--- src/hdl/fdrb_pkg.sv ---
// Shared types and constants for the fractional delay ring buffer.
`timescale 1ns / 1ps
package fdrb_pkg;

  localparam int REQ_BITS    = 3;
  localparam int CHAN_BITS   = 1;
  localparam int SAMPLE_BITS = 16;
  localparam int DELAY_BITS  = 18;
  localparam int FRAC_BITS   = 8;
  localparam int STATUS_BITS = 2;
  localparam int WHOLE_BITS  = DELAY_BITS - FRAC_BITS;

  localparam logic [REQ_BITS-1:0] REQ_WRITE     = 3'd0;
  localparam logic [REQ_BITS-1:0] REQ_READ      = 3'd1;
  localparam logic [REQ_BITS-1:0] REQ_SET_DELAY = 3'd2;
  localparam logic [REQ_BITS-1:0] REQ_ADV_WRITE = 3'd3;
  localparam logic [REQ_BITS-1:0] REQ_CLEAR     = 3'd4;

  localparam logic [STATUS_BITS-1:0] STATUS_OK       = 2'd0;
  localparam logic [STATUS_BITS-1:0] STATUS_OVERRUN  = 2'd1;
  localparam logic [STATUS_BITS-1:0] STATUS_UNDERRUN = 2'd2;

  typedef struct packed {
    logic [REQ_BITS-1:0]           req_type;
    logic [CHAN_BITS-1:0]          channel;
    logic signed [SAMPLE_BITS-1:0] sample_in;
    logic [DELAY_BITS-1:0]         delay_amount;
  } req_t;

  typedef struct packed {
    logic signed [SAMPLE_BITS-1:0] sample_out;
    logic [STATUS_BITS-1:0]        status;
  } rsp_t;

  typedef enum logic [1:0] {
    ALU_ADD      = 2'd0,
    ALU_SUB      = 2'd1,
    ALU_ADD_WRAP = 2'd2,
    ALU_SUB_WRAP = 2'd3
  } alu_op_e;

endpackage

--- src/hdl/fdrb_alu.sv ---
// Shared add/subtract unit with optional modular wrap, used by the sequencer.
`timescale 1ns / 1ps
module fdrb_alu #(
  parameter int W = 18
) (
  input  fdrb_pkg::alu_op_e op_i,
  input  logic signed [W-1:0] a_i,
  input  logic signed [W-1:0] b_i,
  input  logic signed [W-1:0] m_i,
  output logic signed [W-1:0] res_o,
  output logic                neg_o
);

  logic signed [W-1:0] sum;
  logic signed [W-1:0] over;
  logic                sub;

  always_comb begin
    sub  = (op_i == fdrb_pkg::ALU_SUB) || (op_i == fdrb_pkg::ALU_SUB_WRAP);
    sum  = sub ? (a_i - b_i) : (a_i + b_i);
    over = sum - m_i;
    case (op_i)
      fdrb_pkg::ALU_ADD:      res_o = sum;
      fdrb_pkg::ALU_SUB:      res_o = sum;
      // operands below the modulus: one correction is enough
      fdrb_pkg::ALU_ADD_WRAP: res_o = over[W-1] ? sum : over;
      fdrb_pkg::ALU_SUB_WRAP: res_o = sum[W-1] ? (sum + m_i) : sum;
      default:                res_o = sum;
    endcase
    neg_o = sum[W-1];
  end

endmodule

--- config.mk ---
export PLATFORM = sky130hd
export DESIGN_NAME = fdrb_alu
export DESIGN_NICKNAME = d
export VERILOG_FILES = /design/src/hdl/fdrb_pkg.sv /design/src/hdl/fdrb_alu.sv
export SDC_FILE = /design/constraint.sdc
export NUM_CORES = 1
export LEC_CHECK = 0
export BUFFER_PORTS_ARGS = -buffer_cell sky130_fd_sc_hd__buf_2
export CAP_MARGIN = 20
export CORE_UTILIZATION = 55
export DETAILED_ROUTE_END_ITERATION = 10
export PLACE_DENSITY_LB_ADDON = 0.05
export SYNTH_ARGS = -nofsm -noshare
export SYNTH_HDL_FRONTEND = slang
export SYNTH_SLANG_ARGS = --single-unit
--- constraint.sdc ---
create_clock -name vclk -period 11.4
set_input_delay 2.28 -clock vclk [all_inputs]
set_output_delay 2.28 -clock vclk [all_outputs]
set_load 0.005 [all_outputs]
======== Yosys cells after proc, flatten, opt, wreduce, memory -nomap -nowiden ========
Index checks and enable logic that the tools add are counted.
word-level totals
  register bits ........................... 0
  input bits .............................. 56
  output and inout bits ................... 19
  logic and storage cells ................. 14
cells by class
  add/subtract/negate cells ............... 4
  eq/ne operators ......................... 3
  multiplexer cells ....................... 4
  reductions and logical operators ........ 3
operators with widths
  kind                  count
  $mux W18              3
  $pmux W18 S3          1
  $add A18 B18 Y18      2
  $sub A18 B18 Y18      2
  $eq A2 B2 Y1 const B  2
  $eq A2 B1 Y1 const B  1
  $logic_not A2 Y1      1
  $reduce_or A2 Y1      1
  $logic_or A1 B1 Y1    1

======== Logic depth before layout (Yosys ltp) ========
  depth in word-level cells ............... 6
  mapped depth ............................ 25
  depth with buffers taken out ............ 23

======== Least setup slack after synthesis ========
OpenSTA, ideal clock, no wires.
  kind .................................... input -> output
  start ................................... input port op_i[0]
  end ..................................... output port res_o[8]
  arrival ................................. 7,124 ps
  required time ........................... 9,120 ps
  path slack .............................. 1,996 ps
  stages on the path ...................... 23
  buffers on the path ..................... 3
  cell sequence ........................... clkbuf_1 clkbuf_1 clkbuf_1 nor2_1 xnor2_1 ha_1 o21a_1 o31a_1 o41a_1 o21ai_0 nand2b_1 a21oi_1 xnor2_1 ha_1 nand3_1 o22ai_1 nor2b_1 o31a_1 o22a_1 xor2_1 xnor2_4 o211ai_2 a2111o_1
on the way
  word-level cells in the longest chain between the ends .. 6
  elaborated cells on any way between the ends .. 12
  classes of those cells .................. add/sub (2); eq/ne (3); mux (4); reduce/logical (3)
ends and longest elaborated chain
  what                                                  line                            source
  from (decl)                                           fdrb_alu.sv:6                   input fdrb_pkg::alu_op_e op_i,
  $eq A2 B1 Y1 or $eq A2 B2 Y1 (tied branches)          fdrb_alu.sv:19, fdrb_alu.sv:22
  $logic_or A1 B1 Y1                                    fdrb_alu.sv:19                  sub = (op_i == fdrb_pkg::ALU_SUB) || (op_i == fdrb_pkg::ALU_SUB_WRAP);
  $mux W18                                              fdrb_alu.sv:20                  sum = sub ? (a_i - b_i) : (a_i + b_i);
  $add A18 B18 Y18 or $sub A18 B18 Y18 (tied branches)  fdrb_alu.sv:27, fdrb_alu.sv:21
  $mux W18, on equally long branches                    fdrb_alu.sv:27, fdrb_alu.sv:26
  $pmux W18 S3 *                                        fdrb_alu.sv:22                  case (op_i)
  to (decl)                                             fdrb_alu.sv:10                  output logic signed [W-1:0] res_o,
Every way passes the cells marked *; elsewhere a longest branch is shown, timed or not.

======== Worst setup path in the final report ========
  start ................................... input port b_i[4]
  end ..................................... output port res_o[8]
on the way
  word-level cells in the longest chain between the ends .. 5
  elaborated cells on any way between the ends .. 8
  classes of those cells .................. add/sub (4); mux (4)
ends and longest elaborated chain
  what                                                  line                            source
  from (decl)                                           fdrb_alu.sv:8                   input logic signed [W-1:0] b_i,
  $add A18 B18 Y18 or $sub A18 B18 Y18 (tied branches)  fdrb_alu.sv:20
  $mux W18 *                                            fdrb_alu.sv:20
  $add A18 B18 Y18 or $sub A18 B18 Y18 (tied branches)  fdrb_alu.sv:27, fdrb_alu.sv:21
  $mux W18, on equally long branches                    fdrb_alu.sv:27, fdrb_alu.sv:26
  $pmux W18 S3 *                                        fdrb_alu.sv:22
Marked as above.

==> metrics.txt <==
status completed; worst slack, placed 1.24 ns; WP data required 9.12 ns; CP Capture Type primary output; clk_buf instances 0; largest net degree at the start of global routing 36; post-synthesis sequential area ratio 0%; CP Cell Sequence buf_2 > nor4_2 > a21oi_1 > nor2_1 > xnor2_1 > ha_1 > and4_1 > a221oi_1 > o21ai_1 > a21oi_1 > o21bai_1 > a21oi_1 > or4b_2 > nand4_1 > ha_1 > nand2_1 > nor2_1 > o31a_1 > o22a_1 > xor2_1 > xnor2_4 > o211ai_2 > a2111o_1 > buf_2; vias per std cell 5.82; clock share of power 0%; Final HPWL DP 7.35 mm; Die Area 6410 um2; Hold WC Path Type input pin to primary output; die height 80.1 um; register area 0 um2; Die Wd 80.1 um; CP max FO 15; hold_buf cts 0; register share of total power 0%; worst slew pin tran 0.950 ns; final worst slack 1.17 ns; initial DRC count 132; Max stage delay on crit path 0.48 ns; Psw 0.312 mW; CP top delay family compound AO/OA/AOI/OAI gates; initial antenna violation count 0; Vias 3558; WL/cell 14.1 um; Slew Limit Fails 0; GP Congestion 0.887; Distinct cells, synth 65; Worst slew margin 36.4%; first-pass GRT wire length 13.3 mm; highest clock rate 97.7 MHz; number of diodes 0; GRT Overall Usage 25.4%; Final Hold Viols 0; Final #Nets 650; core area 5890 um2; Buf+Inv Stages, Crit Path 2; static leakage 1.84 nW; Worst setup SP type input pin; syn nets 590; Ys Warns 0; max-cap viol count 0; layout cell share with drive strength beyond 1 15.5%; switch share 55.0%; setup bufs post-CTS 0; row count 28; drt total wl 8.61 mm; commonest non-fill, non-tap cell in the layout buf_2; Max VDD drop 92.4 uV; vias in the first global route 2945; total gr overflow 0; fin crit share 89.8%; P per Cell Area 152 nW/um2; DRT antenna net count 0; slowest CP cell a2111o_1; PortBufs 75; Initial Util 57.0%; final sequential cell count 0; setup violators final 0; setup repair after global routing missed its margin false; setup TNS 0 ns; combinational share of power 100.0%; internal cell power 0.255 mW; CTS resizes 0; worst endpoint data arrival time 7.95 ns; CP Class input pin to primary output; # DRC 0; DRT Pass-1 Iters 4; commonest cells after routing, fill and taps aside buf_2, inv_1, ha_1; critical path's most frequent cell a21oi_1; Mapped Cells 478; P&R area growth vs syn 11.5%; min Tclk post-route 10.23 ns; synthesized cell area 3350 um2; Syn Area/Cell 7.02 um2; I/O pin total 75
layer usage:
layer / track usage [%] / vias to the layer above / wire [um]
met5: 0 / - / 0
met4: 1.96 / 0 / 44
met3: 0.227 / 4 / 341
met2: 47.4 / 83 / 4250
met1: 33.8 / 1634 / 3980
li1: - / 1837 / -
worst paths after layout:
kind  startpoint       end  cells past startpoint
max       b_i[4]  res_o[8]                     24
min       m_i[0]  res_o[0]                      4
synthesized netlist by cell type, drive strengths merged, types with 3 or more instances:
cell     n  area (um2)
or3      5        31.3
clkbuf  10        37.5
nor2b   11        68.8
a21o     8        60.1
o22ai    8        50.1
nor2    42         158
o221ai   3        26.3
nand2   19        71.3
a31oi    5        31.3
buf      7        45.0
a21oi   40         200
nor4     4        31.3
and3     5        31.3
mux2i    5        50.1
a221o   13         130
fa       3        60.1
and2     3        18.8
a21boi   3        22.5
nand2b  14        87.6
ha      53         663
a221oi   4        35.0
o211ai   3        27.5
o21bai  11        82.6
inv     54         203
mux2     3        33.8
nand4    3        18.8
nor3    13        65.1
xor2    12         105
xnor2   46         422
a311oi   4        41.3
a31o     4        35.0
o21ai   26         130
nand3    4        20.0
layout make-up:
class                           count  area (um2)
Fill cell                         576        2150
Inverter                           54         203
Multi-Input combinational cell    407        3070
Tap cell                           75        93.8
Timing Repair Buffer               75         375
tightest hold or removal path: cells and delay by family:
kind,cells,cell delay (ns)
adder cells (fa/ha/maj),1,0.13
multiplexers,1,0.06
buffers and inverters,2,0.21
cells by family (layout without fill, tap and decap cells):
| family | after synthesis | in the layout | synth area share, % |
|---|---|---|---|
| buf+inv | 71 | 129 | 8.51 |
| xor+xnor | 58 | 58 | 15.7 |
| simple gates | 133 | 133 | 20.3 |
| mux | 8 | 8 | 2.50 |
| fa+ha+maj | 56 | 56 | 21.6 |
| compound gates | 152 | 152 | 31.4 |
metrics by stage:
| stage | hold slack [ns] | instance area [um2] | utilization [%] | cells | power, mW |
|---|---|---|---|---|---|
| floorplan | 4.73 | 3350 | - | 478 | 0.438 |
| global route | 4.98 | 3740 | 63.5 | 611 | 0.622 |
| global placement | 4.94 | 3740 | 63.5 | 611 | 0.557 |
| detailed placement | 4.96 | 3740 | 63.5 | 611 | 0.559 |
| CTS | 4.96 | 3740 | 63.5 | 611 | 0.563 |
| finish | 4.96 | 3740 | 63.5 | 611 | 0.568 |
power by group through the flow:
stage | clock [mW] | sequential (mW) | combinational, mW
CTS | 0 | 0 | 0.563
global route | 0 | 0 | 0.622
finish | 0 | 0 | 0.568
detailed placement | 0 | 0 | 0.559
floorplan | 0 | 0 | 0.438
global placement | 0 | 0 | 0.557
No activity file was read; power rests on OpenSTA's default activity.
